$ cat config.mk
export PLATFORM = sky130hd
export DESIGN_NAME = swrm_div_cell
export DESIGN_NICKNAME = d
export VERILOG_FILES = /design/src/swrm_pkg.sv /design/src/swrm_div_cell.sv
export SDC_FILE = /design/constraint.sdc
export NUM_CORES = 1
export LEC_CHECK = 0
export ABC_AREA = 0
export BUFFER_PORTS_ARGS = -buffer_cell sky130_fd_sc_hd__buf_2
export CAP_MARGIN = 20
export CORE_MARGIN = 8
export CORE_UTILIZATION = 30
export CTS_BUF_LIST = sky130_fd_sc_hd__clkbuf_4 sky130_fd_sc_hd__clkbuf_8
export CTS_CLUSTER_SIZE = 14
export DETAILED_ROUTE_END_ITERATION = 7
export HOLD_SLACK_MARGIN = 0.05
export RECOVER_POWER = 50
export SYNTH_ARGS = -nofsm -noshare
export SYNTH_HDL_FRONTEND = slang
export SYNTH_SLANG_ARGS = --single-unit
$ cat constraint.sdc
create_clock -name clk -period 0.8 [get_ports clk]
set_clock_uncertainty 0.1 [all_clocks]
set_input_delay 0.08 -clock clk [delete_from_list [all_inputs] [get_ports clk]]
set_output_delay 0.08 -clock clk [all_outputs]
set_load 0.005 [all_outputs]
$ cat src/swrm_pkg.sv
`timescale 1ns / 1ps
// ---------------------------------------------------------------------------
// swrm_pkg
// Widths, register codes and the divider step shared by the rate meter.
// ---------------------------------------------------------------------------
package swrm_pkg;

    localparam int DEPTH    = 128;
    localparam int ADDR_W   = $clog2(DEPTH);
    localparam int CNT_W    = $clog2(DEPTH + 1);
    localparam int TIME_W   = 32;
    localparam int BYTES_W  = 16;
    localparam int BITS_W   = BYTES_W + 3;
    localparam int TOTAL_W  = 26;
    localparam int MAXE_W   = 8;
    localparam int WIN_W    = 16;
    localparam int DIV_W    = WIN_W + 1;
    localparam int NUM_W    = TOTAL_W;
    localparam int FRATE_W  = 8;
    localparam int MS_PER_S = 1000;
    localparam int RESET_MAX_ENTRIES = 88;
    localparam int RESET_WINDOW_MS   = 1000;

    localparam int CFG_IDX_W  = 8;
    localparam int CFG_DATA_W = 16;
    localparam logic [CFG_IDX_W-1:0] REG_MAX_ENTRIES = 8'd0;
    localparam logic [CFG_IDX_W-1:0] REG_WINDOW_MS   = 8'd1;

    localparam logic OP_RECORD = 1'b0;
    localparam logic OP_QUERY  = 1'b1;

    // One long-division lane: partial remainder and shifting dividend/quotient
    typedef struct packed {
        logic [DIV_W-1:0] rem;
        logic [NUM_W-1:0] nq;
    } div_lane_t;

    // Work handed from cell to cell
    typedef struct packed {
        logic [DIV_W-1:0] div;
        div_lane_t        b;
        div_lane_t        f;
    } div_work_t;

    // Produce one quotient bit of a lane
    function automatic div_lane_t lane_step(div_lane_t l, logic [DIV_W-1:0] d);
        logic [DIV_W:0] t;
        div_lane_t      r;
        t    = {l.rem, l.nq[NUM_W-1]};
        r.nq = {l.nq[NUM_W-2:0], 1'b0};
        if (t >= {1'b0, d}) begin
            t       = t - {1'b0, d};
            r.nq[0] = 1'b1;
        end
        r.rem = t[DIV_W-1:0];
        return r;
    endfunction

    function automatic div_work_t div_step(div_work_t w);
        div_work_t r;
        r.div = w.div;
        r.b   = lane_step(w.b, w.div);
        r.f   = lane_step(w.f, w.div);
        return r;
    endfunction

endpackage

$ cat src/swrm_div_cell.sv
`timescale 1ns / 1ps
// ---------------------------------------------------------------------------
// swrm_div_cell
// One quotient bit of both rate divisions; passes its work to the next cell.
// ---------------------------------------------------------------------------
module swrm_div_cell
    import swrm_pkg::*;
(
    input  logic      clk,
    input  logic      rst_n,
    input  logic      in_valid,
    input  div_work_t in_work,
    output logic      out_valid,
    output div_work_t out_work
);

    logic      valid_reg;
    div_work_t work_reg;

    // Advance the valid marker
    always_ff @(posedge clk or negedge rst_n)
    begin
        if (!rst_n)
            valid_reg <= 1'b0;
        else
            valid_reg <= in_valid;
    end

    // Take one step only on new work, hold otherwise
    always_ff @(posedge clk)
    begin
        if (in_valid)
            work_reg <= div_step(in_work);
    end

    assign out_valid = valid_reg;
    assign out_work  = work_reg;

endmodule

==> reports/results.md, run 1 <==
| Item | Reported |
|---|---|
| Result of the run | finished, violations left |
| Violations in the final reports | negative hold slack, negative setup slack |
| Via count of the first global-routing pass | 5257 |
| Clock Tree Buf Depth | 2 |
| Floorplan core area | 17800 um2 |
| Final worst setup slack | -1.22 ns |
| Final Setup Violations | 142 |
| HPWL reported at the end of detailed placement | 15000 um |
| Max-cap violations | 0 |
| TritonCTS buffer count | 9 |
| Share of the clock period used by the worst path after layout | 252% |
| Vias after detailed routing | 5063 |
| Unique cell type count in the Yosys netlist | 60 |
| Worst endpoint data arrival time | 2.07 ns |
| Placed cell areas | 7730 um2 |
| Final core utilization | 52.4% |
| Combined global-route utilization of all metal layers | 16.7% |
| Final Cell Area | 9310 um2 |
| TritonCTS sink count | 104 |
| Number of register bits inferred by synthesis | 104 |
| H-tree depth | 3 |
| Time the final worst path needs with I/O delays and setup | 2.02 ns |
| Multi-input combinational cell area | 2580 um2 |
| Starting density of the core | 30.3% |
| GP Congestion | 0.854 |
| Worst hold-check path type | input pin to flip-flop |
| Total area of sequential cells | 3120 um2 |
| Pre-CTS setup slack | -1.69 ns |
| I/O Buffers | 209 |
| Final layout net count | 990 |
| Via-to-Cell Ratio | 4.68 |
| Data required, critical path | 0.86 ns |
| Vertical die dimension | 150 um |
| Worst Hold Slack | -0.197 ns |
| Static power due to leakage | 0.00409 uW |
| Yosys warnings | 0 |
| Startpoint of the most critical setup path | in_work[89] |
| Post-synth net total | 562 |
| Maximum number of pins on one net before global-route repair | 49 |
| CP Capture Type | flip-flop |
| Post-synthesis instance area | 5390 um2 |
| Fraction of layout instances using a drive strength above 1 | 55.2% |
| P_int | 10600 uW |
| Worst setup SP type | input pin |
| Synth-to-layout area growth | 72.7% |
| Total congestion overflow after global routing | 0 |
| Largest fanout on the critical path | 5 |
| Max-slew violation total from the final report | 0 |
| Clock-pin transition on the worst setup and hold timing paths | 0.11 ns |
| Slew at the pin closest to its max-slew limit | 0.484 ns |
| Worst VDD drop | 828 uV |
| Cells along the critical path | buf_2 -> inv_1 -> ha_1 -> and4_1 -> and2_4 -> o31a_4 -> o21ai_4 -> buf_6 -> inv_8 -> mux2_2 |
| Async set-or-reset flop fraction in the synthesized netlist | 0.962% |
| Number of antenna-violating nets in the routed design | 0 |
| Sequential fraction of design power | 45.3% |
| EDFF count, synth | 103 |
| Number of search-and-repair iterations in the first detailed-routing pass | 4 |
| Mean post-synth cell area | 12.8 um2 |
| Post-synthesis sequential area ratio | 57.8% |
| Reported net switching power | 4500 uW |
| Iter 0 DRT Violations | 214 |
| Critical path capture point | out_work[75]$_DFFE_PP_ |
| Post-synth top flop | sky130_fd_sc_hd__edfxtp_1 |
| Relative slew slack | 67.4% |
| Switching Share | 29.7% |
| Total chip power | 15100 uW |
| Mapped Cells | 420 |
| F_max | 495 MHz |
| Clock power frac | 21.2% |
| Inserted Diodes | 0 |
| Filler instances | 1570 |
| Num ports | 210 |
| Overall routed net length | 19900 um |
| Count of standard-cell rows | 49 |
| TritonCTS clock tree | done |
| Critical-path top delay cell | sky130_fd_sc_hd__o31a_4 |
| Global-route wire length before repair | 28700 um |
| Worst setup path class | input pin to flip-flop |
| Fin. Hold Viols | 18 |
| Critical path's largest stage delay | 0.29 ns |
| Initial antenna violation count | 3 |
| Die footprint | 22500 um2 |
| Combinational group share of total power | 33.4% |
| Power density relative to cell area | 1630 nW/um2 |
| DRC errors left | 0 |
| Unrepaired setup endpoints after global routing | true |
| Routed len/inst | 18.4 um |
| Overall die width | 150 um |
| Cell at the root of the clock tree | sky130_fd_sc_hd__clkbuf_8 |
## Yosys cell counts (all sizes together), types with 2 or more instances
master / number / area (um2)
a21oi: 26 / 130
o21ai: 19 / 110
and2: 5 / 32.5
a211oi: 4 / 30.0
inv: 26 / 97.6
a311oi: 2 / 17.5
a21o: 15 / 113
and3: 2 / 12.5
xor2: 4 / 35.0
edfxtp: 103 / 3090
and4: 4 / 35.0
o31ai: 6 / 45.0
a31oi: 3 / 18.8
nand2: 34 / 128
nor3b: 3 / 22.5
clkbuf: 3 / 11.3
xnor2: 15 / 131
or2: 3 / 18.8
o21bai: 2 / 15.0
nand4: 2 / 12.5
nand3: 14 / 70.1
fa: 2 / 40.0
buf: 8 / 58.8
nor2b: 5 / 31.3
mux2: 21 / 251
a2111oi: 3 / 26.3
o211ai: 3 / 27.5
o21a: 10 / 75.1
ha: 34 / 425
nor2: 15 / 56.3
nor4: 2 / 18.8
nor3: 3 / 15.0
o31a: 2 / 18.8
## metal layers
metal | vias to the layer above | global-route usage, % | share of wire [%] | routed length, um
met4 | 6 | 5.95 | 2.1 | 415
met2 | 182 | 28.3 | 48 | 9540
met5 | - | 0 | 0.20 | 40
met3 | 29 | 4.93 | 8.0 | 1600
met1 | 2396 | 19.8 | 42 | 8300
li1 | 2450 | - | - | -
## how the worst min path moves through the flow
stage                           start                     end  slack (ns)  depth (start not counted)
after floorplan                 rst_n     out_valid$_DFF_PN0_       -0.32                          0
after global placement          rst_n     out_valid$_DFF_PN0_       -0.24                          1
after detailed placement        rst_n     out_valid$_DFF_PN0_       -0.24                          1
after CTS                 in_work[86]  out_work[86]$_DFFE_PP_       -0.22                          1
after global routing      in_work[86]  out_work[86]$_DFFE_PP_       -0.22                          1
final                     in_work[86]  out_work[86]$_DFFE_PP_       -0.20                          1
## metrics by stage
| stage | std cells | TNS [ns] |
|---|---|---|
| after floorplan | 420 | -47.59 |
| after global placement | 970 | -67.54 |
| after detailed placement | 970 | -69.14 |
| after CTS | 1070 | -74.21 |
| after global routing | 1081 | -77.67 |
| final | 1081 | -70.51 |
## what timing repair did
item                                   in CTS  in global routing
cloned                                      2                  2
gates resized for setup                    44                 66
hold buffers                               73                  2
setup endpoints to repair                 140                157
endpoints found under the hold margin     101                 38
setup buffers                              12                  8
pin swaps                                  15                 22
## cell families (layout without fill, tap and decap cells)
family | Yosys count | in the layout | share of synthesized area [%]
compound gates | 109 | 109 | 14.0
flops | 104 | 104 | 57.8
simple gates | 94 | 94 | 8.63
buf+inv | 37 | 469 | 3.11
fa+ha+maj | 36 | 36 | 8.63
mux | 21 | 21 | 4.66
xor+xnor | 19 | 19 | 3.09
## cell type report
class                           count  area share [%]
Clock buffer                        9            1.33
Clock inverter                      6           0.564
Timing Repair Buffer              426            32.1
Inverter                           26            1.52
Multi-Input combinational cell    279            27.7
Timing Repair inverter              2           0.242
Sequential cell                   104            33.5
Tap cell                          229            3.08
## flip-flops by register name, indices dropped and copies added, names as in the netlist
register	cells
out_valid	1
out_work	103
## power groups by stage
stage               Clock [uW]  Sequential (uW)  Combinational (uW)
floorplan                    0             7050                1760
CTS                       3310             6870                4610
finish                    3220             6860                5060
detailed placement           0             7000                4020
global placement             0             6990                3960
global route              3490             6910                5490
## worst max-delay path: cells and delay by family
family,cells,cell delay [ns]
compound gates,2,0.51
buf+inv,4,0.50
simple gates,2,0.43
fa+ha+maj,1,0.28
mux,1,0.26
## layout by cell type (no fill, tap or decap), drive strengths merged, types with 2 or more instances in the layout
cell type,netlist,layout
o211ai,3,3
clkdlybuf4s25,0,2
and3,2,2
a211oi,4,4
ha,34,34
o31ai,6,6
o31a,2,2
nor3,3,3
and2,5,5
dlygate4sd3,0,72
nor2b,5,5
o21a,10,10
inv,26,29
edfxtp,103,103
o21bai,2,2
fa,2,2
o21ai,19,19
nor2,15,15
or2,3,3
a31oi,3,3
xor2,4,4
a311oi,2,2
a21o,15,15
nand4,2,2
a2111oi,3,3
nand2,34,34
nand3,14,14
clkinv,0,2
and4,4,4
buf,8,347
mux2,21,21
nor4,2,2
xnor2,15,15
a21oi,26,26
clkbuf,3,14
nor3b,3,3
clkinvlp,0,3
Note: power is estimated with default switching activity, not from simulation.
==> run 2: changes to the inputs <==
--- a/config.mk
+++ b/config.mk
@@ -15,6 +15,7 @@
 export DETAILED_ROUTE_END_ITERATION = 7
 export HOLD_SLACK_MARGIN = 0.05
 export RECOVER_POWER = 50
+export SETUP_SLACK_MARGIN = 0.5
 export SYNTH_ARGS = -nofsm -noshare
 export SYNTH_HDL_FRONTEND = slang
 export SYNTH_SLANG_ARGS = --single-unit
==> run 2 against run 1 <==
Net effect:
- the run still ends with negative hold slack, negative setup slack left
- routed wire length increased by 2.9%
- die area unchanged
- global-route usage increased by 0.82 points
- critical path type unchanged
- largest cell class unchanged
==> reports/results.md, run 2 (synthesis gave the netlist of run 1 again) <==
| Item | Reported | vs previous |
|---|---|---|
| Result of the run | finished, violations left | unchanged |
| Violations in the final reports | negative hold slack, negative setup slack | unchanged |
| Static power due to leakage | 0.00404 uW | was 0.00409 uW |
| Vertical die dimension | 150 um | unchanged |
| Global-route wire length before repair | 29500 um | was 28700 um |
| Fraction of met3 tracks used by global routing | 4.84% | was 4.93% |
| Final Cell Area | 9150 um2 | was 9310 um2 |
| Num ports | 210 | unchanged |
| Met1 Resource Use GR | 21.5% | was 19.8% |
| Cell at the root of the clock tree | sky130_fd_sc_hd__clkbuf_8 | unchanged |
| Fraction of layout instances using a drive strength above 1 | 59.2% | was 55.2% |
| Floorplan core area | 17800 um2 | unchanged |
| CP Buf/Inv Count | 5 | was 4 |
| Largest fanout on the critical path | 5 | unchanged |
| Worst path top cell family by delay | compound AO/OA/AOI/OAI gates | unchanged |
| Cells along the critical path | buf_12 -> inv_12 -> ha_4 -> inv_2 -> fa_2 -> a21o_1 -> and2_4 -> o31a_4 -> o21ai_4 -> buf_6 -> inv_8 -> mux2_2 | was buf_2 -> inv_1 -> ha_1 -> and4_1 -> and2_4 -> o31a_4 -> o21ai_4 -> buf_6 -> inv_8 -> mux2_2 |
| DRC errors left | 0 | unchanged |
| Total congestion overflow after global routing | 0 | unchanged |
| Final layout net count | 949 | was 990 |
| Worst hold-check path type | input pin to asynchronous set/reset pin | was input pin to flip-flop |
| Sequential fraction of design power | 45.0% | was 45.3% |
| Filler instances | 1593 | was 1570 |
| Initial antenna violation count | 2 | was 3 |
| Power density relative to cell area | 1670 nW/um2 | was 1630 nW/um2 |
| Routed len/inst | 19.6 um | was 18.4 um |
| Final worst setup slack | -1.22 ns | about the same |
| I/O Buffers | 209 | unchanged |
| F_max | 495 MHz | about the same |
| Clock power frac | 21.2% | about the same |
| Iter 0 DRT Violations | 220 | was 214 |
| Critical-path top delay cell | sky130_fd_sc_hd__fa_2 | was sky130_fd_sc_hd__o31a_4 |
| Relative slew slack | 66.5% | was 67.4% |
| P_int | 10700 uW | was 10600 uW |
| Synth-to-layout area growth | 69.7% | was 72.7% |
| Placed cell areas | 7730 um2 | unchanged |
| Max-cap violations | 0 | unchanged |
| Overall routed net length | 20500 um | was 19900 um |
| Number of antenna-violating nets in the routed design | 0 | unchanged |
| Combined global-route utilization of all metal layers | 17.6% | was 16.7% |
| Cell total after placement | 970 | unchanged |
| GRT met2 Usage | 28.9% | was 28.3% |
| Worst setup SP type | input pin | unchanged |
| CP Capture Type | flip-flop | unchanged |
| Pre-CTS setup slack | -1.69 ns | unchanged |
| Die footprint | 22500 um2 | unchanged |
| H-tree depth | 3 | unchanged |
| Starting density of the core | 30.3% | unchanged |
| Total chip power | 15200 uW | was 15100 uW |
| Unrepaired setup endpoints after global routing | true | unchanged |
| Reported net switching power | 4540 uW | was 4500 uW |
| TritonCTS sink count | 104 | unchanged |
| Worst setup path class | input pin to flip-flop | unchanged |
| Combinational group share of total power | 33.8% | was 33.4% |
| Worst endpoint data arrival time | 2.08 ns | was 2.07 ns |
| TritonCTS clock tree | done | unchanged |
| Maximum number of pins on one net before global-route repair | 19 | was 49 |
| Worst Hold Slack | -0.663 ns | was -0.197 ns |
| TritonCTS buffer count | 9 | unchanged |
| Fin. Hold Viols | 90 | was 18 |
| Max-slew violation total from the final report | 0 | unchanged |
| Fin cells | 1043 | was 1081 |
| Time the final worst path needs with I/O delays and setup | 2.02 ns | about the same |
| Clock Tree Buf Depth | 2 | unchanged |
| Via-to-Cell Ratio | 4.74 | was 4.68 |
| Via count of the first global-routing pass | 5143 | was 5257 |
| Most common cell after layout, fill and taps aside | sky130_fd_sc_hd__buf_2 | unchanged |
| Data required, critical path | 0.86 ns | about the same |
| Peak-usage layer in the global routing report | met2 | unchanged |
| Flip-flop count of the largest register, all copies and words added | 103 | unchanged |
| HPWL reported at the end of detailed placement | 15000 um | unchanged |
| Share of the clock period used by the worst path after layout | 253% | was 252% |
| Most used cells in the layout excluding fill and tap cells | 192 x sky130_fd_sc_hd__buf_2, 124 x sky130_fd_sc_hd__buf_4, 103 x sky130_fd_sc_hd__edfxtp_1 | was 203 x sky130_fd_sc_hd__buf_2, 129 x sky130_fd_sc_hd__buf_4, 103 x sky130_fd_sc_hd__edfxtp_1 |
| Count of standard-cell rows | 49 | unchanged |
| Switching Share | 29.8% | was 29.7% |
| Slew at the pin closest to its max-slew limit | 0.503 ns | was 0.484 ns |
| Final Setup Violations | 146 | was 142 |
| Critical path's largest stage delay | 0.34 ns | was 0.29 ns |
| Clock-pin transition on the worst setup and hold timing paths | 0.12 ns | was 0.11 ns |
| Vias after detailed routing | 4945 | was 5063 |
| Number of search-and-repair iterations in the first detailed-routing pass | 4 | unchanged |
| Worst VDD drop | 810 uV | was 828 uV |
| GP Congestion | 0.854 | unchanged |
| Overall die width | 150 um | unchanged |
==> run 2: power groups by stage <==
stage | registers [uW] | logic, uW | clock network (uW)
final | 6860 | 5150 | 3220
after global routing | 6920 | 5570 | 3520
after global placement | 6990 | 3960 | 0
after detailed placement | 7000 | 4020 | 0
after floorplan | 7050 | 1760 | 0
after CTS | 6870 | 4810 | 3310
==> run 2: routing by layer <==
layer,share of wire (%),vias up
met1,42,2325
li1,-,2384
met4,2.7,4
met5,0.14,-
met3,8.0,34
met2,47,198
==> run 2: final timing paths <==
kind                        startpoint                     end  depth (start not counted)
worst max-delay path       in_work[68]  out_work[75]$_DFFE_PP_                         12
worst min-delay path             rst_n     out_valid$_DFF_PN0_                          1
max in group asynchronous        rst_n     out_valid$_DFF_PN0_                          1
min in group clk           in_work[16]  out_work[17]$_DFFE_PP_                          1
==> run 2: metrics by stage <==
stage          utilization, %  hold slack [ns]  setup TNS, ns
2_1_floorplan               -           -0.316         -47.59
3_3_place_gp             43.5           -0.244         -67.54
3_5_place_dp             43.5           -0.243         -69.14
4_1_cts                  50.1           -0.681         -70.90
5_1_grt                  51.4           -0.678         -78.48
6_report                 51.4           -0.663         -70.94
==> run 2: timing repair <==
action,CTS,global route
gates resized for setup,86,66
setup endpoints to repair,242,232
endpoints found under the hold margin,180,174
gates cloned,19,1
buffers inserted,25,10
pin swaps,15,23
==> run 2: area by class of cell <==
cell class              count  area [um2]  share of cell area, %
repair buffers            385        2840                   31.1
inverters                  26         139                   1.52
diodes                      3        7.51                 0.0821
well taps                 229         287                   3.13
multi-input cells         279        2550                   27.9
clock buffers               9         124                   1.35
flip-flops and latches    104        3120                   34.1
clock inverters             6        52.6                  0.574
repair inverters            2        22.5                  0.246
